### src/rtl/lapshp_pkg.sv
`timescale 1ns / 1ps

package lapshp_pkg;

    localparam int MAX_WIDTH    = 1024;
    localparam int MAX_HEIGHT   = 1024;
    localparam int MAX_CHANNELS = 4;

    localparam int LS_DEPTH = 4096;
    localparam int LS_AW    = $clog2(LS_DEPTH);

    localparam int COL_W = $clog2(MAX_WIDTH);
    localparam int ROW_W = $clog2(MAX_HEIGHT);
    localparam int CH_W  = (MAX_CHANNELS > 1) ? $clog2(MAX_CHANNELS) : 1;

    localparam int CFG_DIM_W  = 11;
    localparam int CFG_CH_W   = 3;
    localparam int CFG_IDX_W  = 2;
    localparam int CFG_DATA_W = 11;

    localparam int PIX_W = 8;
    localparam int ACC_W = 12;

    localparam logic [CFG_DIM_W-1:0] WIDTH_RESET  = 11'd640;
    localparam logic [CFG_DIM_W-1:0] HEIGHT_RESET = 11'd480;
    localparam logic [CFG_CH_W-1:0]  CHAN_RESET   = 3'd3;
    localparam logic [CFG_DIM_W-1:0] DIM_MIN      = 11'd3;
    localparam logic [CFG_CH_W-1:0]  CHAN_MIN     = 3'd1;

    localparam logic [CFG_IDX_W-1:0] CFG_IMAGE_WIDTH   = 2'd0;
    localparam logic [CFG_IDX_W-1:0] CFG_IMAGE_HEIGHT  = 2'd1;
    localparam logic [CFG_IDX_W-1:0] CFG_CHANNEL_COUNT = 2'd2;

    localparam logic CMD_PIXEL = 1'b0;
    localparam logic CMD_DRAIN = 1'b1;

    typedef enum logic [1:0] {
        MODE_FILL  = 2'b01,
        MODE_DRAIN = 2'b10
    } t_mode;

    typedef struct packed {
        logic             emit;
        logic             pixel;
        logic             interior;
        logic             frame_end;
        logic             sel;
        logic [PIX_W-1:0] sample;
    } t_s1_info;

endpackage

### src/rtl/lapshp_ctrl.sv
`timescale 1ns / 1ps

module lapshp_ctrl (
    input  logic                                 i_clk,
    input  logic                                 i_rst_n,
    input  logic                                 i_cfg_valid,
    input  logic [lapshp_pkg::CFG_IDX_W-1:0]     i_cfg_index,
    input  logic [lapshp_pkg::CFG_DATA_W-1:0]    i_cfg_data,
    output logic                                 o_cfg_ready,
    input  logic                                 i_accept,
    input  logic                                 i_in_command,
    input  logic [lapshp_pkg::PIX_W-1:0]         i_in_sample,
    output logic [lapshp_pkg::LS_AW-1:0]         o_rd_addr0,
    output logic [lapshp_pkg::LS_AW-1:0]         o_rd_addr1,
    output logic                                 o_we_a,
    output logic                                 o_we_b,
    output logic [lapshp_pkg::PIX_W-1:0]         o_wr_data,
    output lapshp_pkg::t_s1_info                 o_s1_info,
    output logic [lapshp_pkg::CH_W-1:0]          o_chan_m1
);
    import lapshp_pkg::*;

    logic [CFG_DIM_W-1:0] r_width, r_height;
    logic [CFG_CH_W-1:0]  r_chans;

    logic [LS_AW-1:0] r_pos, n_pos;
    logic [CH_W-1:0]  r_chan, n_chan;
    logic [COL_W-1:0] r_col, n_col;
    logic [ROW_W-1:0] r_row, n_row;
    logic             r_sel, n_sel;
    t_mode            r_mode, n_mode;
    t_s1_info         r_s1_info;

    logic [CFG_DIM_W-1:0]          eff_w, eff_h;
    logic [CFG_CH_W-1:0]           eff_c;
    logic [COL_W-1:0]              w_m1;
    logic [ROW_W-1:0]              h_m1;
    logic [CH_W-1:0]               c_m1;
    logic [CFG_DIM_W+CFG_CH_W-1:0] row_bytes;
    logic [LS_AW-1:0]              row_last;
    logic                          cfg_wr, pix, drn, row_end;

    // registers are used clamped to their legal range
    always_comb begin
        if (r_width < DIM_MIN) begin
            eff_w = DIM_MIN;
        end else if (r_width > CFG_DIM_W'(MAX_WIDTH)) begin
            eff_w = CFG_DIM_W'(MAX_WIDTH);
        end else begin
            eff_w = r_width;
        end
        if (r_height < DIM_MIN) begin
            eff_h = DIM_MIN;
        end else if (r_height > CFG_DIM_W'(MAX_HEIGHT)) begin
            eff_h = CFG_DIM_W'(MAX_HEIGHT);
        end else begin
            eff_h = r_height;
        end
        if (r_chans < CHAN_MIN) begin
            eff_c = CHAN_MIN;
        end else if (r_chans > CFG_CH_W'(MAX_CHANNELS)) begin
            eff_c = CFG_CH_W'(MAX_CHANNELS);
        end else begin
            eff_c = r_chans;
        end
    end

    assign w_m1      = COL_W'(eff_w - CFG_DIM_W'(1));
    assign h_m1      = ROW_W'(eff_h - CFG_DIM_W'(1));
    assign c_m1      = CH_W'(eff_c - CFG_CH_W'(1));
    assign row_bytes = {{CFG_CH_W{1'b0}}, eff_w} * {{CFG_DIM_W{1'b0}}, eff_c};
    assign row_last  = LS_AW'(row_bytes - (CFG_DIM_W + CFG_CH_W)'(1));

    assign cfg_wr  = i_cfg_valid && o_cfg_ready;
    assign pix     = i_accept && (i_in_command == CMD_PIXEL) && (r_mode == MODE_FILL);
    assign drn     = i_accept && (i_in_command == CMD_DRAIN) && (r_mode == MODE_DRAIN);
    assign row_end = (r_pos == row_last);

    always_comb begin
        n_pos  = r_pos;
        n_chan = r_chan;
        n_col  = r_col;
        n_row  = r_row;
        n_sel  = r_sel;
        n_mode = r_mode;
        if (cfg_wr && (i_cfg_index == CFG_IMAGE_WIDTH || i_cfg_index == CFG_IMAGE_HEIGHT
                       || i_cfg_index == CFG_CHANNEL_COUNT)) begin
            n_pos  = '0;
            n_chan = '0;
            n_col  = '0;
            n_row  = '0;
            n_sel  = 1'b0;
            n_mode = MODE_FILL;
        end else if (pix) begin
            if (row_end) begin
                n_pos  = '0;
                n_chan = '0;
                n_col  = '0;
                n_sel  = ~r_sel;
                if (r_row == h_m1) begin
                    n_mode = MODE_DRAIN;
                    n_row  = '0;
                end else begin
                    n_row = r_row + ROW_W'(1);
                end
            end else begin
                n_pos = r_pos + LS_AW'(1);
                if (r_chan == c_m1) begin
                    n_chan = '0;
                    n_col  = r_col + COL_W'(1);
                end else begin
                    n_chan = r_chan + CH_W'(1);
                end
            end
        end else if (drn) begin
            if (row_end) begin
                n_pos  = '0;
                n_chan = '0;
                n_col  = '0;
                n_row  = '0;
                n_sel  = 1'b0;
                n_mode = MODE_FILL;
            end else begin
                n_pos = r_pos + LS_AW'(1);
            end
        end
    end

    always_ff @(posedge i_clk) begin
        if (!i_rst_n) begin
            r_width  <= WIDTH_RESET;
            r_height <= HEIGHT_RESET;
            r_chans  <= CHAN_RESET;
            r_pos    <= '0;
            r_chan   <= '0;
            r_col    <= '0;
            r_row    <= '0;
            r_sel    <= 1'b0;
            r_mode   <= MODE_FILL;
        end else begin
            if (cfg_wr) begin
                case (i_cfg_index)
                    CFG_IMAGE_WIDTH: begin
                        r_width <= i_cfg_data;
                    end
                    CFG_IMAGE_HEIGHT: begin
                        r_height <= i_cfg_data;
                    end
                    CFG_CHANNEL_COUNT: begin
                        r_chans <= i_cfg_data[CFG_CH_W-1:0];
                    end
                    default: begin
                    end
                endcase
            end
            r_pos  <= n_pos;
            r_chan <= n_chan;
            r_col  <= n_col;
            r_row  <= n_row;
            r_sel  <= n_sel;
            r_mode <= n_mode;
        end
    end

    always_ff @(posedge i_clk) begin
        if (i_accept) begin
            r_s1_info.emit      <= (pix && (r_row != '0)) || drn;
            r_s1_info.pixel     <= pix;
            r_s1_info.interior  <= pix && (r_row != '0) && (r_row != ROW_W'(1))
                                   && (r_col != '0) && (r_col != w_m1);
            r_s1_info.frame_end <= drn && row_end;
            r_s1_info.sel       <= r_sel;
            r_s1_info.sample    <= i_in_sample;
        end
    end

    assign o_cfg_ready = 1'b1;
    assign o_rd_addr0  = r_pos;
    assign o_rd_addr1  = r_pos + LS_AW'(eff_c);
    assign o_we_a      = pix && r_sel;
    assign o_we_b      = pix && !r_sel;
    assign o_wr_data   = i_in_sample;
    assign o_s1_info   = r_s1_info;
    assign o_chan_m1   = c_m1;

`ifndef NO_ASSERTIONS
    a_col_bound: assert property (@(posedge i_clk) disable iff (!i_rst_n)
        r_col <= w_m1) else $error("column counter past row end");
    a_pos_bound: assert property (@(posedge i_clk) disable iff (!i_rst_n)
        r_pos <= row_last) else $error("byte position past row end");
    a_row_bound: assert property (@(posedge i_clk) disable iff (!i_rst_n)
        r_row <= h_m1) else $error("row counter past frame end");
`endif

endmodule

### config.mk
export PLATFORM = sky130hd
export DESIGN_NAME = lapshp_ctrl
export DESIGN_NICKNAME = d
export VERILOG_FILES = /design/src/rtl/lapshp_pkg.sv /design/src/rtl/lapshp_ctrl.sv
export SDC_FILE = /design/constraint.sdc
export NUM_CORES = 1
export LEC_CHECK = 0
export BUFFER_PORTS_ARGS = -buffer_cell sky130_fd_sc_hd__buf_2
export CAP_MARGIN = 0
export CORE_MARGIN = 2
export CORE_UTILIZATION = 30
export DETAILED_ROUTE_END_ITERATION = 10
export PLACE_DENSITY_LB_ADDON = 0.3
export SYNTH_ARGS = -nofsm -noshare
export SYNTH_HDL_FRONTEND = slang
export SYNTH_SLANG_ARGS = --single-unit
export TNS_END_PERCENT = 30
### constraint.sdc
create_clock -name i_clk -period 7.3 [get_ports i_clk]
set_input_delay 1.46 -clock i_clk [delete_from_list [all_inputs] [get_ports i_clk]]
set_output_delay 1.46 -clock i_clk [all_outputs]
set_load 0.02 [all_outputs]
# Word level (Yosys, flattened, before mapping)
# Index checks and enable logic that the tools add are counted.
[totals] ff_bits=75 latchBits=0 ramBits=0 rom_bits=0 in_bits=26 output_inout_bits=50 wordCells=105 n_memories=0
[classes] n_addsub=9 mul=1 n_div=0 order_cmp=6 n_eq_ne=10 n_shift=0 n_mux=31 bitwise_logic=3 reduce_logical=30
[op_table] operator="2-to-1 mux 10 bit" n=10
[op_table] operator="2-to-1 mux 12 bit" n=3
[op_table] operator="> comparator 11 bit (second input constant)" n=2
[op_table] operator="less-than comparator 11 x 2 -> 1 bit (second input constant)" n=2
[op_table] operator="2-to-1 mux 11 bit" n=2
[op_table] operator="adder 10 x 1 -> 10 bit (second input constant)" n=2
[op_table] operator="2-to-1 mux 2 bit" n=10
[op_table] operator="nonzero test 10 bit" n=2
[op_table] operator="subtractor 10 x 1 -> 10 bit (second input constant)" n=2
[op_table] operator="adder 12 x 1 -> 12 bit (second input constant)" n=1
[op_table] operator="adder 12 x 3 -> 12 bit" n=1
[op_table] operator="equality test 12 bit" n=1
[op_table] operator="logical AND 1 bit" n=12
[op_table] operator="multiplier 11 x 3 -> 12 bit" n=1
[op_table] operator="subtractor 12 x 1 -> 12 bit (second input constant)" n=1
[op_table] operator="equality test 10 bit" n=1
[op_table] operator="inequality test 10 x 1 -> 1 bit (second input constant)" n=1
[op_table] operator="inequality test 10 bit" n=1
[op_table] operator="AND reduction 2 bit" n=5
[op_table] operator="2-to-1 mux 3 bit" n=2
[op_table] operator="AND reduction 3 bit" n=2
[op_table] operator="nonzero test 2 bit" n=3
[op_table] operator="equality test 2 x 1 -> 1 bit (second input constant)" n=2
[op_table] operator="equality test 2 bit (second input constant)" n=2
[op_table] operator="other kinds (12)" n=19

# Logic depth before layout (Yosys ltp)
[depth] depth_word=9 ltp_mapped=19

# Worst setup path after synthesis
# Ideal clock, no wire load.
[synth_timing] kind="reg2reg" from="register r_width[3]" to="register r_pos[10], in the netlist o_rd_addr0[10]" setup_time_ns=0.117 arrival_time_ns=4.419 setup_slack_ns=2.763 stages_incl_launch_ff=19 n_path_buf=2 period_less_slack_ns=4.537 cell_sequence="dfxtp_1 -> clkbuf_1 -> nor4_2 -> a21o_1 -> nor2b_1 -> nand2_1 -> ha_1 -> fa_1 -> inv_1 -> fa_1 -> xor2_1 -> xnor2_1 -> o2111ai_1 -> nor4b_1 -> and4_1 -> nand3_1 -> o21ai_1 -> buf_2 -> nor2_1"
[synth_via] elab_chain_len=9 word_cells_on_any_way=10 cone_classes="1 x add/sub; 1 x mul; 2 x order compare; 1 x eq/ne; 5 x mux"
[synth_rtl] element="from (decl)" line_no="lapshp_ctrl.sv:23" source="logic [CFG_DIM_W-1:0] r_width, r_height;"
[synth_rtl] element="from (signal assigned)" line_no="lapshp_ctrl.sv:144" source="r_width <= i_cfg_data;"
[synth_rtl] element="> comparator 11 bit" line_no="lapshp_ctrl.sv:47" source="end else if (r_width > CFG_DIM_W'(MAX_WIDTH)) begin"
[synth_rtl] element="2-to-1 mux 11 bit" line_no="lapshp_ctrl.sv:47"
[synth_rtl] element="2-to-1 mux 11 bit (*)" line_no="lapshp_ctrl.sv:45" source="if (r_width < DIM_MIN) begin"
[synth_rtl] element="multiplier 11 x 3 -> 12 bit (*)" line_no="lapshp_ctrl.sv:71" source="assign row_bytes = {{CFG_CH_W{1'b0}}, eff_w} * {{CFG_DIM_W{1'b0}}, eff_c};"
[synth_rtl] element="subtractor 12 x 1 -> 12 bit (*)" line_no="lapshp_ctrl.sv:72" source="assign row_last = LS_AW'(row_bytes - (CFG_DIM_W + CFG_CH_W)'(1));"
[synth_rtl] element="equality test 12 bit (*)" line_no="lapshp_ctrl.sv:77" source="assign row_end = (r_pos == row_last);"
[synth_rtl] element="2-to-1 mux 12 bit (*)" line_no="lapshp_ctrl.sv:95, lapshp_ctrl.sv:116"
[synth_rtl] element="2-to-1 mux 12 bit" line_no="lapshp_ctrl.sv:115" source="end else if (drn) begin"
[synth_rtl] element="2-to-1 mux 12 bit (*)" line_no="lapshp_ctrl.sv:94" source="end else if (pix) begin"
[synth_rtl] element="to (signal assigned)" line_no="lapshp_ctrl.sv:156" source="r_pos <= n_pos;"
[synth_rtl] element="to (decl)" line_no="lapshp_ctrl.sv:26" source="logic [LS_AW-1:0] r_pos, n_pos;"
# Every way passes the cells marked *; elsewhere a longest branch is shown, timed or not. The select of a mux whose other input is x is not followed.
# A chain may end at the register's enable or synchronous reset.

# Worst setup path after layout
[layout_timing] from="register r_width[3]" to="register r_row[1]"
[layout_via] elab_chain_len=7 word_cells_on_any_way=8 cone_classes="1 x add/sub; 1 x mul; 2 x order compare; 1 x eq/ne; 2 x mux; 1 x reduce/logical"
[layout_rtl] element="> comparator 11 bit" line_no="lapshp_ctrl.sv:47"
[layout_rtl] element="2-to-1 mux 11 bit" line_no="lapshp_ctrl.sv:47"
[layout_rtl] element="2-to-1 mux 11 bit (*)" line_no="lapshp_ctrl.sv:45"
[layout_rtl] element="multiplier 11 x 3 -> 12 bit (*)" line_no="lapshp_ctrl.sv:71"
[layout_rtl] element="subtractor 12 x 1 -> 12 bit (*)" line_no="lapshp_ctrl.sv:72"
[layout_rtl] element="equality test 12 bit (*)" line_no="lapshp_ctrl.sv:77"
[layout_rtl] element="AND reduction 2 bit (no line) (*)"
[layout_rtl] element="to (signal assigned)" line_no="lapshp_ctrl.sv:159" source="r_row <= n_row;"
[layout_rtl] element="to (decl)" line_no="lapshp_ctrl.sv:29" source="logic [ROW_W-1:0] r_row, n_row;"
# Every way passes the cells marked *; elsewhere a longest branch is shown, timed or not.

==> impl_metrics.toml <==
[run_status]
status = "complete, no violations"

[drt]
first_pass_iters = 4
postRouteAntennaNets = 0
viasPerCell = 5.085
dr_total_vias = 4938
drt-total-wl_um = 14700
drc = 0
wl_per_cell_um = 15.13
dr.first_iter.drc_count = 275

[floorplan]
core_um2 = 18090
die_h_um = 140.4
dieArea_um2 = 19720
start_util_pct = 30.88
rows = 49
die_w_um = 140.4
ios = 76

[clock_network]
post_cts.repair.setup_buffers = 0
cts-resized-gates = 0
clock_latency_ns = 0.35
clkTransAtPathRegs_ns = 0.07
numCtsBuffers = 9
clockRootBuffer = "clkbuf_16"
cts_tree = "done"
cts_hold_buf = 0
h-tree-depth = 3
cts.sinks = 75
cts_buffer_depth = 2

[yosys]
synth_cell_types = 70
synth_area_leaders = "dfxtp_1 (22%), edfxtp_1 (7.0%), ha_1 (6.9%)"
yosys_warnings = 0
syn-num-nets = 764
synth_top_area_cell = "dfxtp_1"
syn-mean-instance-area_um2 = 8.023
synth_edf_count = 13
synth_ff_type = "dfxtp_1"
ys_seq_area_share_pct = 29.22
synth-async-reset-ratio_pct = 0
netlist_instances = 696
yosysTopAreaCellShare_pct = 22.23
syn-cell-area_um2 = 5584
yosys-top-cells-count = "nand2_1 (103), dfxtp_1 (62), nor2_1 (57), xnor2_1 (39), inv_1 (38)"
yosysMostFrequentCell = "nand2_1"
yosys_register_bits = 75

[critical_path]
path_class = "reg2reg"
end_kind = "flip-flop"
reg2reg_to = "r_row[1]$_SDFFE_PP0P_"
reg2reg_depth = 16
cp.required_ns = 7.55
r2r_start = "r_width[3]$_SDFFE_PN0P_"
start_kind = "flip-flop"
r2r_setup_slack_ns = 1.81
worst-endpoint-arrival_ns = 5.73
critPathMaxFanout = 14

[sta]
finalSetupTns_ns = 0
tightestPinTransition_ns = 1.181
fin_crit_sh_pct = 75.17
rsz0062_at_grt = "no"
finalHoldViolCount = 0
clock_skew_ns = 0.01086
period_minus_slack_ns = 5.488
drv_slew = 0
slew_headroom_pct = 21.12
setup_violations = 0
clock.fmax_mhz = 182.2

[global_routing]
gr-total-overflow = 0
antenna_found_initial = 0
grt_max_degree = 28
grt.total_usage_pct = 15.26
grt_pass1_wl_um = 24020
grt_pass1_vias = 4541

[layout]
utilization_pct = 35.02
final_cell_area_um2 = 6334
synthToLayoutAreaGrowth_pct = 13.42
diodes = 0
finalNetCount = 805
drive_gt1_share_pct = 14.15

[placement]
place_hpwl_um = 11320
io_buffers = 74
dpl_cell_area_um2 = 6030
gp_congestion = 0.9226

[pwr]
total_power_mw = 1.157
ir_drop_mv = 0.1185
p_leak_nw = 2.617
powerDensity_nw_per_um2 = 182.7

[hold_path]
hold_path_class = "reg2reg"
hold_path_depth = 2
min_to = "r_mode[1]$_SDFFE_PP0P_"
holdCritStartpoint = "r_mode[1]$_SDFFE_PP0P_"

[flow_run]
maxCapViolCount = 0
[placed cells by master, fill, tap and decap left out, types with 3 or more instances in the layout]
master,Yosys,routed
a21oi_1,26,26
a31oi_1,3,3
buf_2,5,74
a22o_1,8,8
nand2b_1,3,3
nor2_1,57,57
edfxtp_1,13,13
o21bai_1,5,5
nor4_1,4,4
a21boi_0,16,16
nor2b_1,18,18
fa_1,11,11
o2bb2ai_1,8,8
o22ai_1,10,10
a21o_1,8,8
a221oi_1,3,3
and3_1,10,10
a211oi_1,5,5
xnor2_1,39,39
o31ai_1,5,5
or3_1,5,5
xor2_1,24,24
mux2_2,3,3
dfxtp_1,62,62
or4_1,5,5
nand2_1,103,103
nor3_1,23,23
o21ai_0,17,17
ha_1,31,31
nand4_1,9,9
nand3_1,29,29
nor4b_1,3,3
inv_1,38,38
mux2i_1,6,6
and2_1,4,4
clkbuf_16,0,9
[report_power, final]
group	switching, mW	internal, mW	total, mW
Clock	0.190	0.270	0.460
Sequential	0.0132	0.431	0.445
Combinational	0.155	0.0974	0.253
[final cells by class]
cell class	count	area (um2)
inverter	39	146.4
clock inverter	6	75.07
timing repair buffer	75	377.9
sequential	75	1632
tap	229	286.5
fill	1927	11750
multi-input combinational	537	3587
clock buffer	10	229.0
[worst max-delay path: stages (launching register included)]
cell and delay (ns):
dfxtp_1 0.41, nor4_2 0.45, a21o_1 0.21, nor2b_1 0.31
nand2_1 0.10, ha_1 0.33, fa_1 0.50, inv_1 0.06
ha_1 0.29, a211oi_1 0.41, nor2_1 0.11, xnor2_1 0.14
nor4b_1 0.36, and4_1 0.28, nand3_1 0.25, o21ai_1 0.91
a2bb2o_4 0.23
[registers in the layout, indices dropped and copies added (netlist names)]
name / cells
o_rd_addr0: 12
o_s1_info: 13
r_chan: 2
r_chans: 3
r_col: 10
r_height: 11
r_mode: 2
r_row: 10
r_sel: 1
r_width: 11
[cells by family after synthesis]
group,Yosys count,share of synthesized area [%]
buf+inv,84,6.542
flops,75,29.22
simple gates,290,25.27
xor+xnor,63,9.881
other cells,1,0.06715
mux,9,1.680
compound gates,132,16.45
fa+ha+maj,42,10.89
[worst max path at each step]
stage	startpoint	endpoint
after global routing	r_width[3]$_SDFFE_PN0P_	o_rd_addr0[2]$_SDFFE_PP0P_
after detailed placement	r_width[3]$_SDFFE_PN0P_	r_row[1]$_SDFFE_PP0P_
after CTS	r_width[3]$_SDFFE_PN0P_	r_row[1]$_SDFFE_PP0P_
final	r_width[3]$_SDFFE_PN0P_	r_row[1]$_SDFFE_PP0P_
after global placement	r_width[3]$_SDFFE_PN0P_	r_row[1]$_SDFFE_PP0P_
after floorplan	r_width[3]$_SDFFE_PN0P_	o_rd_addr0[10]$_SDFFE_PP0P_
[routing by layer]
metal | vias to the layer above | GRT usage [%] | routed length (um)
li1 | 2497 | - | -
met1 | 2302 | 22.32 | 7483
met2 | 124 | 23.12 | 6371
met3 | 15 | 2.462 | 642
met4 | 0 | 4.359 | 199
met5 | - | 0 | 0
[stage by stage]
step	cells	hold slack [ns]	worst slack (ns)
CTS	971	0.4693	1.810
global placement	955	0.4574	1.961
global route	971	0.5114	1.322
floorplan	696	0.4382	2.763
finish	971	0.4691	1.812
detailed placement	955	0.4573	1.834
Note: power is estimated with default switching activity, not from simulation.
