==> src/rtl/lapshp_pkg.sv <==
`timescale 1ns / 1ps

package lapshp_pkg;

    localparam int MAX_WIDTH    = 1024;
    localparam int MAX_HEIGHT   = 1024;
    localparam int MAX_CHANNELS = 4;

    localparam int LS_DEPTH = 4096;
    localparam int LS_AW    = $clog2(LS_DEPTH);

    localparam int COL_W = $clog2(MAX_WIDTH);
    localparam int ROW_W = $clog2(MAX_HEIGHT);
    localparam int CH_W  = (MAX_CHANNELS > 1) ? $clog2(MAX_CHANNELS) : 1;

    localparam int CFG_DIM_W  = 11;
    localparam int CFG_CH_W   = 3;
    localparam int CFG_IDX_W  = 2;
    localparam int CFG_DATA_W = 11;

    localparam int PIX_W = 8;
    localparam int ACC_W = 12;

    localparam logic [CFG_DIM_W-1:0] WIDTH_RESET  = 11'd640;
    localparam logic [CFG_DIM_W-1:0] HEIGHT_RESET = 11'd480;
    localparam logic [CFG_CH_W-1:0]  CHAN_RESET   = 3'd3;
    localparam logic [CFG_DIM_W-1:0] DIM_MIN      = 11'd3;
    localparam logic [CFG_CH_W-1:0]  CHAN_MIN     = 3'd1;

    localparam logic [CFG_IDX_W-1:0] CFG_IMAGE_WIDTH   = 2'd0;
    localparam logic [CFG_IDX_W-1:0] CFG_IMAGE_HEIGHT  = 2'd1;
    localparam logic [CFG_IDX_W-1:0] CFG_CHANNEL_COUNT = 2'd2;

    localparam logic CMD_PIXEL = 1'b0;
    localparam logic CMD_DRAIN = 1'b1;

    typedef enum logic [1:0] {
        MODE_FILL  = 2'b01,
        MODE_DRAIN = 2'b10
    } t_mode;

    typedef struct packed {
        logic             emit;
        logic             pixel;
        logic             interior;
        logic             frame_end;
        logic             sel;
        logic [PIX_W-1:0] sample;
    } t_s1_info;

endpackage

==> src/rtl/lapshp_calc.sv <==
`timescale 1ns / 1ps

module lapshp_calc (
    input  logic                           i_clk,
    input  logic                           i_rst_n,
    input  logic                           i_load,
    input  lapshp_pkg::t_s1_info           i_info,
    input  logic [lapshp_pkg::CH_W-1:0]    i_chan_m1,
    input  logic [lapshp_pkg::PIX_W-1:0]   i_a0,
    input  logic [lapshp_pkg::PIX_W-1:0]   i_a1,
    input  logic [lapshp_pkg::PIX_W-1:0]   i_b0,
    input  logic [lapshp_pkg::PIX_W-1:0]   i_b1,
    input  logic                           i_out_stall,
    output logic                           o_s1_free,
    output logic                           o_out_valid,
    output logic [lapshp_pkg::PIX_W-1:0]   o_out_value,
    output logic                           o_out_frame_end
);
    import lapshp_pkg::*;

    logic             r_s1_valid;
    logic             r_out_valid;
    logic [PIX_W-1:0] r_out_value;
    logic             r_out_frame_end;
    logic [PIX_W-1:0] r_line [MAX_CHANNELS];

    logic             out_free, s1_move;
    logic [PIX_W-1:0] center, right, above, left, sat;
    logic [ACC_W-1:0] acc;

    assign out_free  = !r_out_valid || !i_out_stall;
    assign s1_move   = r_s1_valid && out_free;
    assign o_s1_free = !r_s1_valid || out_free;

    // previous row sits in b when sel is set, the row above it in a
    assign center = i_info.sel ? i_b0 : i_a0;
    assign right  = i_info.sel ? i_b1 : i_a1;
    assign above  = i_info.sel ? i_a0 : i_b0;
    assign left   = r_line[i_chan_m1];

    assign acc = ACC_W'({center, 2'b00}) + ACC_W'(center)
               - ACC_W'(left) - ACC_W'(right) - ACC_W'(above) - ACC_W'(i_info.sample);

    always_comb begin
        if (acc[ACC_W-1]) begin
            sat = '0;
        end else if (acc[ACC_W-2:PIX_W] != '0) begin
            sat = '1;
        end else begin
            sat = acc[PIX_W-1:0];
        end
    end

    // centre bytes of the last few pixel requests give the left neighbour
    always_ff @(posedge i_clk) begin
        if (s1_move && i_info.pixel) begin
            r_line[0] <= center;
            for (int k = 1; k < MAX_CHANNELS; k++) begin
                r_line[k] <= r_line[k-1];
            end
        end
    end

    always_ff @(posedge i_clk) begin
        if (!i_rst_n) begin
            r_s1_valid  <= 1'b0;
            r_out_valid <= 1'b0;
        end else begin
            if (i_load) begin
                r_s1_valid <= 1'b1;
            end else if (s1_move) begin
                r_s1_valid <= 1'b0;
            end
            if (s1_move) begin
                r_out_valid <= i_info.emit;
            end else if (!i_out_stall) begin
                r_out_valid <= 1'b0;
            end
        end
    end

    always_ff @(posedge i_clk) begin
        if (s1_move) begin
            r_out_value     <= i_info.interior ? sat : '0;
            r_out_frame_end <= i_info.frame_end;
        end
    end

    assign o_out_valid     = r_out_valid;
    assign o_out_value     = r_out_value;
    assign o_out_frame_end = r_out_frame_end;

`ifndef NO_ASSERTIONS
    a_emit_shown: assert property (@(posedge i_clk) disable iff (!i_rst_n)
        s1_move && i_info.emit |=> r_out_valid) else $error("request lost in output stage");
    a_border_zero: assert property (@(posedge i_clk) disable iff (!i_rst_n)
        s1_move && i_info.emit && !i_info.interior |=> r_out_value == '0)
        else $error("border byte not zero");
    a_end_zero: assert property (@(posedge i_clk) disable iff (!i_rst_n)
        r_out_valid && r_out_frame_end |-> r_out_value == '0)
        else $error("frame end byte not zero");
`endif

endmodule

==> config.mk <==
export PLATFORM = sky130hd
export DESIGN_NAME = lapshp_calc
export DESIGN_NICKNAME = d
export VERILOG_FILES = /design/src/rtl/lapshp_pkg.sv /design/src/rtl/lapshp_calc.sv
export SDC_FILE = /design/constraint.sdc
export NUM_CORES = 1
export LEC_CHECK = 0
export BUFFER_PORTS_ARGS = -buffer_cell sky130_fd_sc_hd__buf_4
export CAP_MARGIN = 40
export CORE_MARGIN = 2
export CORE_UTILIZATION = 55
export DETAILED_ROUTE_END_ITERATION = 10
export PLACE_DENSITY = 0.8
export SLEW_MARGIN = 0
export SYNTH_ARGS = -nofsm -noshare
export SYNTH_HDL_FRONTEND = slang
export SYNTH_SLANG_ARGS = --single-unit
==> constraint.sdc <==
create_clock -name i_clk -period 7.3 [get_ports i_clk]
set_clock_uncertainty 0.15 [all_clocks]
set_input_delay 1.095 -clock i_clk [delete_from_list [all_inputs] [get_ports i_clk]]
set_output_delay 1.095 -clock i_clk [all_outputs]
set_load 0.05 [all_outputs]
Word level (Yosys, flattened, before mapping)
Memory sizes are Yosys's and may differ from the RTL's.
Index checks and enable logic that the tools add are counted.
Storage, ports and cells
  bits in registers: 11
  memory bits (writable): 32
  output and inout port bits: 11
  word-level logic and storage cells: 32
  memories: 1
Cells by class
  add/subtract/negate cells: 5
  eq/ne operators: 1
  multiplexer cells: 10
  bitwise logic cells: 1
  reductions and logical operators: 10
Memory list
  r_line: depth 4, width 8, read ports 4, clocked after memory_dff 0, write ports 4, line lapshp_calc.sv:25  | logic [PIX_W-1:0] r_line [MAX_CHANNELS];
Operator list (count)
  subtractor 12 x 8 -> 12 bit: 3
  two-way mux 8 bit: 4
  subtractor 11 x 8 -> 12 bit: 1
  adder 10 x 8 -> 11 bit: 1
  two-way mux 1 bit: 6
  zero test 1 bit: 3
  nonzero test 3 bit: 1
  logical AND 1 bit: 2
  logical OR 1 bit: 2
  != test 2 x 1 -> 1 bit, second input constant: 1
  nonzero test 2 bit: 1
  OR reduction 2 bit: 1
  inverter 1 bit: 1

Longest topological paths before layout
Gate-level depths: netlist of the first run.
  word-level depth: 8
  depth in mapped cells: 16
  depth with buffers taken out: 14

Worst setup path after synthesis of the first run
No wires, ideal clock.
  kind: in2reg
  start: in i_chan_m1[0] (netlist bit)
  end: reg r_out_value[2], in the netlist o_out_value[2] (data pin)
  library setup time: 0.254 ns
  data arrival time: 5.462 ns
  data required time: 6.896 ns
  slack: 1.433 ns
  cell stages on the path: 15
  path buffers: 1
  cell sequence: clkbuf_1 mux4_2 inv_1 fa_1 fa_1 inv_1 fa_1 inv_1 ha_1 o211ai_2 a21oi_2 o211a_1 or3_1 a2111o_1 o21a_1
On the way
  word-level cells in the longest chain between the ends: 7
Ends and longest elaborated chain
  start: declaration: line lapshp_calc.sv:8  | input logic [lapshp_pkg::CH_W-1:0] i_chan_m1,
  memory (4 x 8 bit) *
  subtractor 11 x 8 -> 12 bit *: line lapshp_calc.sv:42  | - ACC_W'(left) - ACC_W'(right) - ACC_W'(above) - ACC_W'(i_info.sample);
  subtractor 12 x 8 -> 12 bit * (3 in series): line lapshp_calc.sv:42
  nonzero test 3 bit: line lapshp_calc.sv:47  | end else if (acc[ACC_W-2:PIX_W] != '0) begin
  two-way mux 8 bit: line lapshp_calc.sv:47
  end signal: assignment: line lapshp_calc.sv:84  | r_out_value <= i_info.interior ? sat : '0;
  end: declaration: line lapshp_calc.sv:23  | logic [PIX_W-1:0] r_out_value;
Every way passes the cells marked *; elsewhere a longest branch is shown, timed or not.
A chain may end at the register's enable or synchronous reset.

Final worst setup path of the first run
  start: in i_info[8] (netlist bit)
  end: reg r_out_value[3], in the netlist o_out_value[3] (data pin)
On the way
  word-level cells in the longest chain between the ends: 8
Ends and longest elaborated chain
  start: declaration: line lapshp_calc.sv:7  | input lapshp_pkg::t_s1_info i_info,
  two-way mux 8 bit *: line lapshp_calc.sv:36  | assign center = i_info.sel ? i_b0 : i_a0;
  via center[2]: line lapshp_calc.sv:28  | logic [PIX_W-1:0] center, right, above, left, sat;
  adder 10 x 8 -> 11 bit *: line lapshp_calc.sv:41  | assign acc = ACC_W'({center, 2'b00}) + ACC_W'(center)
  subtractor 11 x 8 -> 12 bit *: line lapshp_calc.sv:42
  subtractor 12 x 8 -> 12 bit * (3 in series): line lapshp_calc.sv:42
  nonzero test 3 bit: line lapshp_calc.sv:47
  two-way mux 8 bit: line lapshp_calc.sv:47
The timed path passes the listed nets; every way through them passes the cells marked *.

==> impl_metrics.py, run 1 <==
metrics = {
    "grt": {
        "grt_pass1_vias": 2067,
        "antenna_found_initial": 0,
        "grt_pass1_wl_um": 9370,
        "grt-ovfl-total": 0,
        "grt.total_usage_pct": 20.0,
        "grt_max_degree": 33,
    },
    "route": {
        "route.detailed.drc": 0,
        "vias_per_cell": 5.23,
        "post_drt_wl_per_cell_um": 14.9,
        "drtIter0Drc": 118,
        "dr.pass1.iters": 4,
        "drt_wl_total_um": 5680,
        "vias": 1998,
        "ant_nets": 0,
    },
    "worst_setup_path": {
        "slowest_delay_ns": 0.53,
        "worstPathBufferInverterCount": 4,
        "arrival_ns": 5.48,
        "path_cells": "buf_4 -> mux2i_1 -> inv_1 -> fa_1 -> fa_1 -> inv_1 -> fa_1 -> inv_1 -> ha_1 -> o211ai_1 -> o21ai_0 -> a31oi_1 -> xnor2_1 -> a2111o_1 -> o21a_1",
        "critPathMaxFanout": 24,
        "critical_path.startpoint_type": "primary input",
        "crit_slowest_cell": "fa_1",
        "reg2reg_from": "r_line[2][1]",
        "end_kind": "flip-flop",
        "path_class": "primary input to flip-flop",
        "startpoint": "i_info[8]",
        "critPathTopFamily": "adder cells",
        "crit_required_ns": 7.21,
    },
    "cells_and_area": {
        "final_common_cell": "buf_4",
        "area_growth_syn_to_layout_pct": 20.6,
        "most-common-layout-cells": "62 x buf_4, 58 x inv_1, 41 x edfxtp_1",
        "nets": 405,
        "diodes": 0,
        "drive_above_1_share_pct": 28.7,
        "stdcell_area_sq_um": 3790,
        "fillers": 425,
    },
    "placed_design": {
        "place_ws_ns": 1.44,
        "io_buffer_count": 61,
        "gp_congestion": 0.866,
        "placed_area_sq_um": 3680,
        "place_hpwl_um": 4530,
    },
    "synthesis": {
        "synth_flop_cell": "edfxtp_1",
        "synth_area_leaders": "edfxtp_1 39%, fa_1 19%, inv_1 6.9%, ha_1 6.0%, mux4_2 5.7%",
        "ys_types": 33,
        "syn_nets": 341,
        "avgSynthCellArea_sq_um": 12.8,
        "synth_cells": 245,
        "synthArstFlopShare_pct": 0,
        "yosysTopAreaCell": "edfxtp_1",
        "ys_warn_count": 0,
        "synth_seq_cells": 43,
        "synth.top_cell.area_share_pct": 39.1,
        "syn_area_sq_um": 3150,
        "yosysSeqAreaShare_pct": 40.4,
        "synth_edf_count": 41,
    },
    "timing": {
        "hold_violations": 0,
        "max_freq_mhz": 180,
        "final.setup.tns_ns": 0,
        "fin_crit_ns": 5.56,
        "tightest_slew_ns": 0.611,
        "fin_crit_sh_pct": 76.2,
        "rsz0062_at_grt": "no",
        "setup_slack_ns": 1.74,
        "slew_violations": 0,
        "slew_headroom_pct": 59.3,
        "setup_viol": 0,
    },
    "floorplanning": {
        "die_w_um": 79.6,
        "initial_core_util_pct": 57.1,
        "ioPinCount": 62,
        "core_area_sq_um": 5510,
        "rows": 27,
        "fp.dieH_um": 79.6,
        "die_area_sq_um": 6340,
    },
    "power_and_ir_drop": {
        "finalPower_w": 0.00116,
        "peakVddDrop_mv": 0.195,
        "power_density_nw_per_um2": 305,
        "leakagePower_nw": 1.72,
    },
    "cts": {
        "clockRootBuffer": "clkbuf_8",
        "cts_sinks": 43,
        "clock_path_buffers": 2,
        "clkTransAtPathRegs_ns": 0.08,
        "htreeDepth": 2,
        "post_cts_resized": 0,
        "cts_setup_buffers": 0,
        "cts_hold_buf": 0,
        "cts_buffers": 5,
        "clock_latency_ns": 0.31,
        "cts_tree": "done",
    },
    "hold_path": {
        "worstHoldStart": "r_line[2][5]",
        "hp-class": "flip-flop to flip-flop",
    },
    "job": {
        "maxCapViolations": 0,
    },
    "status": {
        "status": "finished clean",
    },
}
cell families after synthesis:
logic type,synth area share [%]
AOI/OAI and AO/OA,7.99
xor gates and xnor gates,2.51
adders and majority gates,25.1
buffers and inverters,7.52
DFF,40.4
muxes,14.0
and+or+nand+nor,2.51
worst register-to-register path, cell delays in order (launching register included):
cell	delay (ns)
edfxtp_1	0.41
mux4_2	0.47
inv_1	0.09
fa_1	0.42
fa_1	0.54
inv_1	0.05
fa_1	0.60
inv_1	0.06
ha_1	0.30
a211oi_1	0.27
o21ai_0	0.27
a31oi_1	0.29
xnor2_1	0.10
a2111o_1	0.42
o21a_1	0.23
sequential cells by signal (all words and copies together), names as in the netlist:
signal           flops
r_line              32
r_s1_valid           1
o_out_value          8
o_out_frame_end      1
o_out_valid          1
worst paths after layout:
kind	slack, ns	cells after the start	endpoint
max	1.74	15	o_out_value[3]
min	0.30	0	r_line[3][5]
max reg2reg	2.39	14	o_out_value[3]
min reg2reg	0.30	0	r_line[3][5]
Yosys cell counts (2+ instances only):
master,instances
a21boi_0,2
ha_1,15
o211ai_1,2
o21a_1,8
mux2i_1,17
clkbuf_1,3
fa_1,30
a21oi_1,10
mux4_2,8
edfxtp_1,41
buf_1,2
nor2_1,2
dfxtp_1,2
a21o_1,3
a211oi_1,2
o21ai_0,5
mux2_2,8
nand2_1,4
xnor2_1,8
and3_1,2
nand2b_1,2
inv_1,58
cell type report:
type | instances | area, sq um | area share, %
Clock inverter | 3 | 43.8 | 1.15
Clock buffer | 5 | 68.8 | 1.81
Timing Repair Buffer | 62 | 465 | 12.3
Tap cell | 72 | 90.1 | 2.37
Multi-Input combinational cell | 139 | 1640 | 43.2
Sequential cell | 43 | 1270 | 33.5
Inverter | 58 | 218 | 5.74
report_power, final:
part           internal (W)  switching (W)
Sequential         0.000289     0.00000449
Clock              0.000102      0.0000863
Combinational      0.000295       0.000381
layer usage:
layer / part of all wire, % / vias to the layer above / GRT usage [%]
li1: - / 969 / -
met1: 40 / 960 / 24.7
met2: 53 / 60 / 34.3
met3: 5.5 / 9 / 4.64
met4: 1.6 / 0 / 7.41
met5: 0 / - / 0
per-stage QoR:
step	hold WS (ns)	std cells	utilization, %
detailed placement	0.279	374	66.9
CTS	0.298	382	68.9
global placement	0.277	374	66.9
floorplan	0.271	245	-
finish	0.295	382	68.9
global route	0.319	382	68.9
(Power assumes the default switching activity.)
==> run 2: changes to the inputs <==
Settings changed: ABC_AREA set to 1, CORE_UTILIZATION 55 to 51, PLACE_DENSITY 0.8 to 0.77.
Clock period 7.3 ns to 4.8 ns, I/O delays scaled along.
==> impl_metrics.py, run 2 <==
metrics = {
    "status": {
        "status": "finished clean",
    },
    "floorplanning": {
        "fp.dieH_um": 85.6,
        "rows": 29,
        "ioPinCount": 62,
        "core_area_sq_um": 6390,
        "die_area_sq_um": 7330,
        "initial_core_util_pct": 53.2,
        "die_w_um": 85.6,
    },
    "timing": {
        "fin_crit_ns": 4.57,
        "fin_crit_sh_pct": 95.1,
        "tightest_slew_ns": 0.420,
        "slew_violations": 0,
        "rsz0062_at_grt": "no",
        "setup_viol": 0,
        "slew_headroom_pct": 72.0,
        "hold_violations": 0,
        "max_freq_mhz": 219,
    },
    "job": {
        "maxCapViolations": 0,
    },
    "worst_setup_path": {
        "critPathMaxFanout": 22,
        "path_class": "primary input to flip-flop",
        "worst-r2r-setup-slack_ns": 0.69,
        "crit_required_ns": 4.71,
        "reg2reg_from": "r_line[1][1]",
        "arrival_ns": 4.47,
        "rr_endpoint": "o_out_value[0]",
        "end_kind": "flip-flop",
        "critical_path.startpoint_type": "primary input",
        "r2r_cells": 17,
        "cp-endpoint": "o_out_value[0]",
        "startpoint": "i_info[8]",
    },
    "synthesis": {
        "synth.top_cell.area_share_pct": 36.2,
        "yosysSeqAreaShare_pct": 37.4,
        "yosys-top-cells-count": "82 x inv_1, 78 x nand2_1, 41 x edfxtp_1",
        "ys_warn_count": 0,
        "ys_types": 31,
        "synth_seq_cells": 43,
        "synth_cells": 367,
        "syn_nets": 463,
        "yosysTopAreaCell": "edfxtp_1",
        "yosysMostFrequentCell": "inv_1",
        "synth_area_leaders": "edfxtp_1 36%, fa_1 18%, inv_1 9.1%, nand2_1 8.6%, ha_1 5.5%",
        "synthArstFlopShare_pct": 0,
        "synth_edf_count": 41,
        "avgSynthCellArea_sq_um": 9.26,
        "synth_flop_cell": "edfxtp_1",
        "syn_area_sq_um": 3400,
    },
    "cts": {
        "cts_hold_buf": 0,
        "htreeDepth": 2,
        "clock_latency_ns": 0.30,
        "clockRootBuffer": "clkbuf_8",
        "clock_path_buffers": 2,
        "cts_buffers": 5,
        "cts_tree": "done",
        "cts_sinks": 43,
        "clkTransAtPathRegs_ns": 0.09,
    },
    "route": {
        "dr.pass1.iters": 4,
        "ant_nets": 0,
        "drt_wl_total_um": 6980,
        "drtIter0Drc": 121,
        "route.detailed.drc": 0,
        "vias": 2619,
        "vias_per_cell": 4.94,
        "post_drt_wl_per_cell_um": 13.2,
    },
    "placed_design": {
        "gp_congestion": 0.846,
        "placed_area_sq_um": 4110,
        "io_buffer_count": 61,
        "place_hpwl_um": 5800,
    },
    "hold_path": {
        "hp-class": "flip-flop to flip-flop",
    },
    "grt": {
        "grt_max_degree": 33,
        "antenna_found_initial": 0,
        "grt_pass1_vias": 2788,
        "grt-ovfl-total": 0,
        "grt_pass1_wl_um": 12200,
        "grt.total_usage_pct": 21.0,
    },
    "cells_and_area": {
        "nets": 548,
        "final_common_cell": "buf_4",
        "stdcell_area_sq_um": 4230,
        "area_growth_syn_to_layout_pct": 24.6,
        "utilization_pct": 66.3,
        "drive_above_1_share_pct": 26.5,
        "most-common-layout-cells": "85 x buf_4, 81 x inv_1, 78 x nand2_1",
        "diodes": 0,
        "top_register": "r_line",
        "largest_register_ffs": 32,
    },
    "power_and_ir_drop": {
        "peakVddDrop_mv": 0.495,
        "power_density_nw_per_um2": 521,
        "leakagePower_nw": 2.10,
    },
}
[run 2: critical path, cell delays in order]
cell and delay (ns):
buf_4 0.09, buf_6 0.21, buf_4 0.16, mux2i_1 0.27
fa_1 0.51, fa_1 0.55, inv_1 0.05, fa_1 0.53
fa_1 0.47, inv_1 0.09, nand3_1 0.06, nand3_1 0.11
nand2_1 0.09, nand3_1 0.11, nand2_2 0.10, nor2_8 0.16
nand3_1 0.09, nand2_1 0.07, inv_1 0.04
[run 2: worst min path at each step]
stage / start / slack, ns / cells after the start / end
after floorplan: r_line[2][0] / 0.27 / 0 / r_line[3][0]
after global placement: r_line[1][7] / 0.27 / 0 / r_line[2][7]
after detailed placement: r_line[1][7] / 0.28 / 0 / r_line[2][7]
after CTS: r_line[2][6] / 0.30 / 0 / r_line[3][6]
after global routing: r_line[1][0] / 0.30 / 0 / r_line[2][0]
final: r_line[1][7] / 0.30 / 0 / r_line[2][7]
[run 2: repair_timing]
| action | 4_1_cts | 5_1_grt |
|---|---|---|
| buffers inserted | 0 | 0 |
| endpoints found under the setup margin | 0 | 8 |
| resized for setup | 0 | 4 |
[run 2: layer usage]
layer	global-route usage (%)	wire length [um]
met1	27.9	2990
met2	36.3	3600
met3	2.69	304
met4	5.63	86
met5	0	0
[run 2: per-stage QoR]
| stage | instances | TNS, ns | worst slack (ns) | total power, W | hold slack [ns] |
|---|---|---|---|---|---|
| 2_1_floorplan | 367 | 0 | 0.0293 | 0.00153 | 0.271 |
| 3_3_place_gp | 522 | -0.512 | -0.0701 | 0.00191 | 0.274 |
| 3_5_place_dp | 522 | -1.03 | -0.134 | 0.00193 | 0.278 |
| 4_1_cts | 530 | 0 | 0.167 | 0.00221 | 0.297 |
| 5_1_grt | 530 | 0 | 0.00954 | 0.00244 | 0.303 |
| 6_report | 530 | 0 | 0.235 | 0.00221 | 0.297 |
[run 2: cell type report]
cell class	count	area, sq um
Clock buffer	5	68.8
Clock inverter	3	43.8
Fill cell	513	2150
Inverter	86	327
Multi-Input combinational cell	230	1780
Sequential cell	43	1270
Tap cell	77	96.3
Timing Repair Buffer	86	649
[run 2: cell families after synthesis]
family | synth area share, %
AO/OA/AOI/OAI | 7.33
XOR/XNOR | 1.80
adder cells (fa/ha/maj) | 23.2
buffers and inverters | 10.5
flip-flops | 37.4
multiplexers | 2.95
AND/OR/NAND/NOR | 16.8
[run 2: power breakdown]
group | switching [W] | leakage (nW) | internal (W) | total, W
clock | 0.000126 | 0.0581 | 0.000155 | 0.000281
sequential | 0.00000628 | 0.398 | 0.000441 | 0.000448
combinational | 0.000850 | 1.64 | 0.000627 | 0.00148
total | 0.000982 | 2.10 | 0.00122 | 0.00221
==> run 3: changes to the inputs <==
Settings changed: CORE_ASPECT_RATIO set to 0.75, CORE_UTILIZATION 51 to 55, PLACE_DENSITY 0.77 to 0.79.
Clock period 4.8 ns to 4.9 ns, I/O delays scaled along.
==> impl_metrics.py, run 3 (same netlist as run 2, synthesis figures left out) <==
metrics = {
    "power_and_ir_drop": {
        "leakagePower_nw": 2.05,
        "peakVddDrop_mv": 0.396,
        "power_density_nw_per_um2": 501,
        "finalPower_w": 0.00208,
    },
    "worst_setup_path": {
        "arrival_ns": 4.55,
        "end_kind": "flip-flop",
        "critical_path.startpoint_type": "primary input",
        "crit_required_ns": 4.82,
        "reg2reg_from": "r_line[1][1]",
        "critPathMaxFanout": 11,
        "path_class": "primary input to flip-flop",
        "r2r_cells": 17,
        "worst-r2r-setup-slack_ns": 0.71,
        "cp-endpoint": "o_out_value[6]",
        "rr_endpoint": "o_out_value[6]",
        "startpoint": "i_info[8]",
    },
    "status": {
        "status": "finished clean",
    },
    "timing": {
        "hold_violations": 0,
        "max_freq_mhz": 216,
        "tightest_slew_ns": 0.417,
        "rsz0062_at_grt": "no",
        "hold_slack_ns": 0.304,
        "setup_viol": 0,
        "final.setup.tns_ns": 0,
        "fin_crit_sh_pct": 94.5,
        "fin_crit_ns": 4.63,
        "slew_violations": 0,
        "slew_headroom_pct": 72.2,
    },
    "route": {
        "dr.pass1.iters": 5,
        "ant_nets": 0,
        "route.detailed.drc": 0,
        "vias_per_cell": 5.13,
        "vias": 2673,
        "drt_wl_total_um": 7390,
        "post_drt_wl_per_cell_um": 14.2,
        "drtIter0Drc": 168,
    },
    "grt": {
        "use_met2_pct": 38.5,
        "grt_pass1_vias": 2654,
        "grt_max_degree": 33,
        "use_met1_pct": 33.7,
        "grt-ovfl-total": 0,
        "grt_pass1_wl_um": 12300,
        "antenna_found_initial": 0,
        "grt_util_met3_pct": 5.19,
        "grt.total_usage_pct": 24.0,
        "busiest_layer": "met2",
    },
    "placed_design": {
        "placed_area_sq_um": 4030,
        "gp_congestion": 0.840,
        "place_hpwl_um": 5910,
        "io_buffer_count": 61,
    },
    "cells_and_area": {
        "largest_register_ffs": 32,
        "area_growth_syn_to_layout_pct": 22.1,
        "top_register": "r_line",
        "drive_above_1_share_pct": 24.2,
        "stdcell_area_sq_um": 4150,
        "most-common-layout-cells": "82 x inv_1, 78 x nand2_1, 76 x buf_4",
        "nets": 538,
        "final_common_cell": "inv_1",
        "diodes": 0,
        "utilization_pct": 70.5,
    },
    "floorplanning": {
        "die_w_um": 94.7,
        "ioPinCount": 62,
        "die_area_sq_um": 6830,
        "initial_core_util_pct": 57.7,
        "rows": 24,
        "fp.dieH_um": 72.1,
        "core_area_sq_um": 5890,
    },
    "cts": {
        "clockRootBuffer": "clkbuf_8",
        "cts_buffers": 5,
        "htreeDepth": 2,
        "cts_hold_buf": 0,
        "clock_latency_ns": 0.30,
        "post_cts_resized": 0,
        "cts_setup_buffers": 0,
        "clkTransAtPathRegs_ns": 0.09,
        "cts_tree": "done",
        "clock_path_buffers": 2,
        "cts_sinks": 43,
    },
    "job": {
        "maxCapViolations": 0,
    },
    "hold_path": {
        "hp-class": "flip-flop to flip-flop",
    },
}
-- run 3: critical path: stages --
cell	delay [ns]
buf_4	0.12
buf_4	0.15
buf_4	0.17
o21ai_0	0.28
inv_1	0.15
fa_1	0.50
inv_1	0.06
fa_1	0.53
inv_1	0.05
fa_1	0.47
ha_1	0.38
nand2_1	0.09
nand2_1	0.07
a21oi_1	0.21
nand3_1	0.12
nand2_2	0.09
nand2_4	0.06
nor2_8	0.12
nand3_1	0.09
nand2_1	0.06
inv_1	0.04
-- run 3: final cells by class --
type	instances	area (sq um)
Fill cell	468	1740
Timing Repair Buffer	76	571
Tap cell	78	97.6
Clock inverter	3	43.8
Clock buffer	5	68.8
Inverter	86	323
Sequential cell	43	1270
Multi-Input combinational cell	230	1770
-- run 3: power breakdown --
group / internal [W] / leakage, nW / switching, W
logic: 0.000526 / 1.60 / 0.000831
clock network: 0.000152 / 0.0581 / 0.000131
registers: 0.000432 / 0.398 / 0.00000656
total: 0.00111 / 2.05 / 0.000968
-- run 3: how the worst min path moves through the flow --
stage,start,end,slack (ns),cells past startpoint
after floorplan,r_line[2][0],r_line[3][0],0.27,0
after global routing,r_line[2][7],r_line[3][7],0.32,0
after CTS,r_line[2][7],r_line[3][7],0.30,0
after detailed placement,r_line[2][7],r_line[3][7],0.28,0
final,r_line[1][2],r_line[2][2],0.30,0
after global placement,r_line[2][2],r_line[3][2],0.27,0
-- run 3: stage by stage --
step / setup WS, ns / std cells
detailed placement: -0.0590 / 513
finish: 0.269 / 521
floorplan: 0.114 / 367
global route: 0.0237 / 521
global placement: 0.0227 / 513
CTS: 0.260 / 521
-- run 3: layer usage --
metal | wire [um] | vias up
li1 | - | 1308
met1 | 3280 | 1255
met2 | 3590 | 100
met3 | 414 | 10
met4 | 101 | 0
met5 | 0 | -
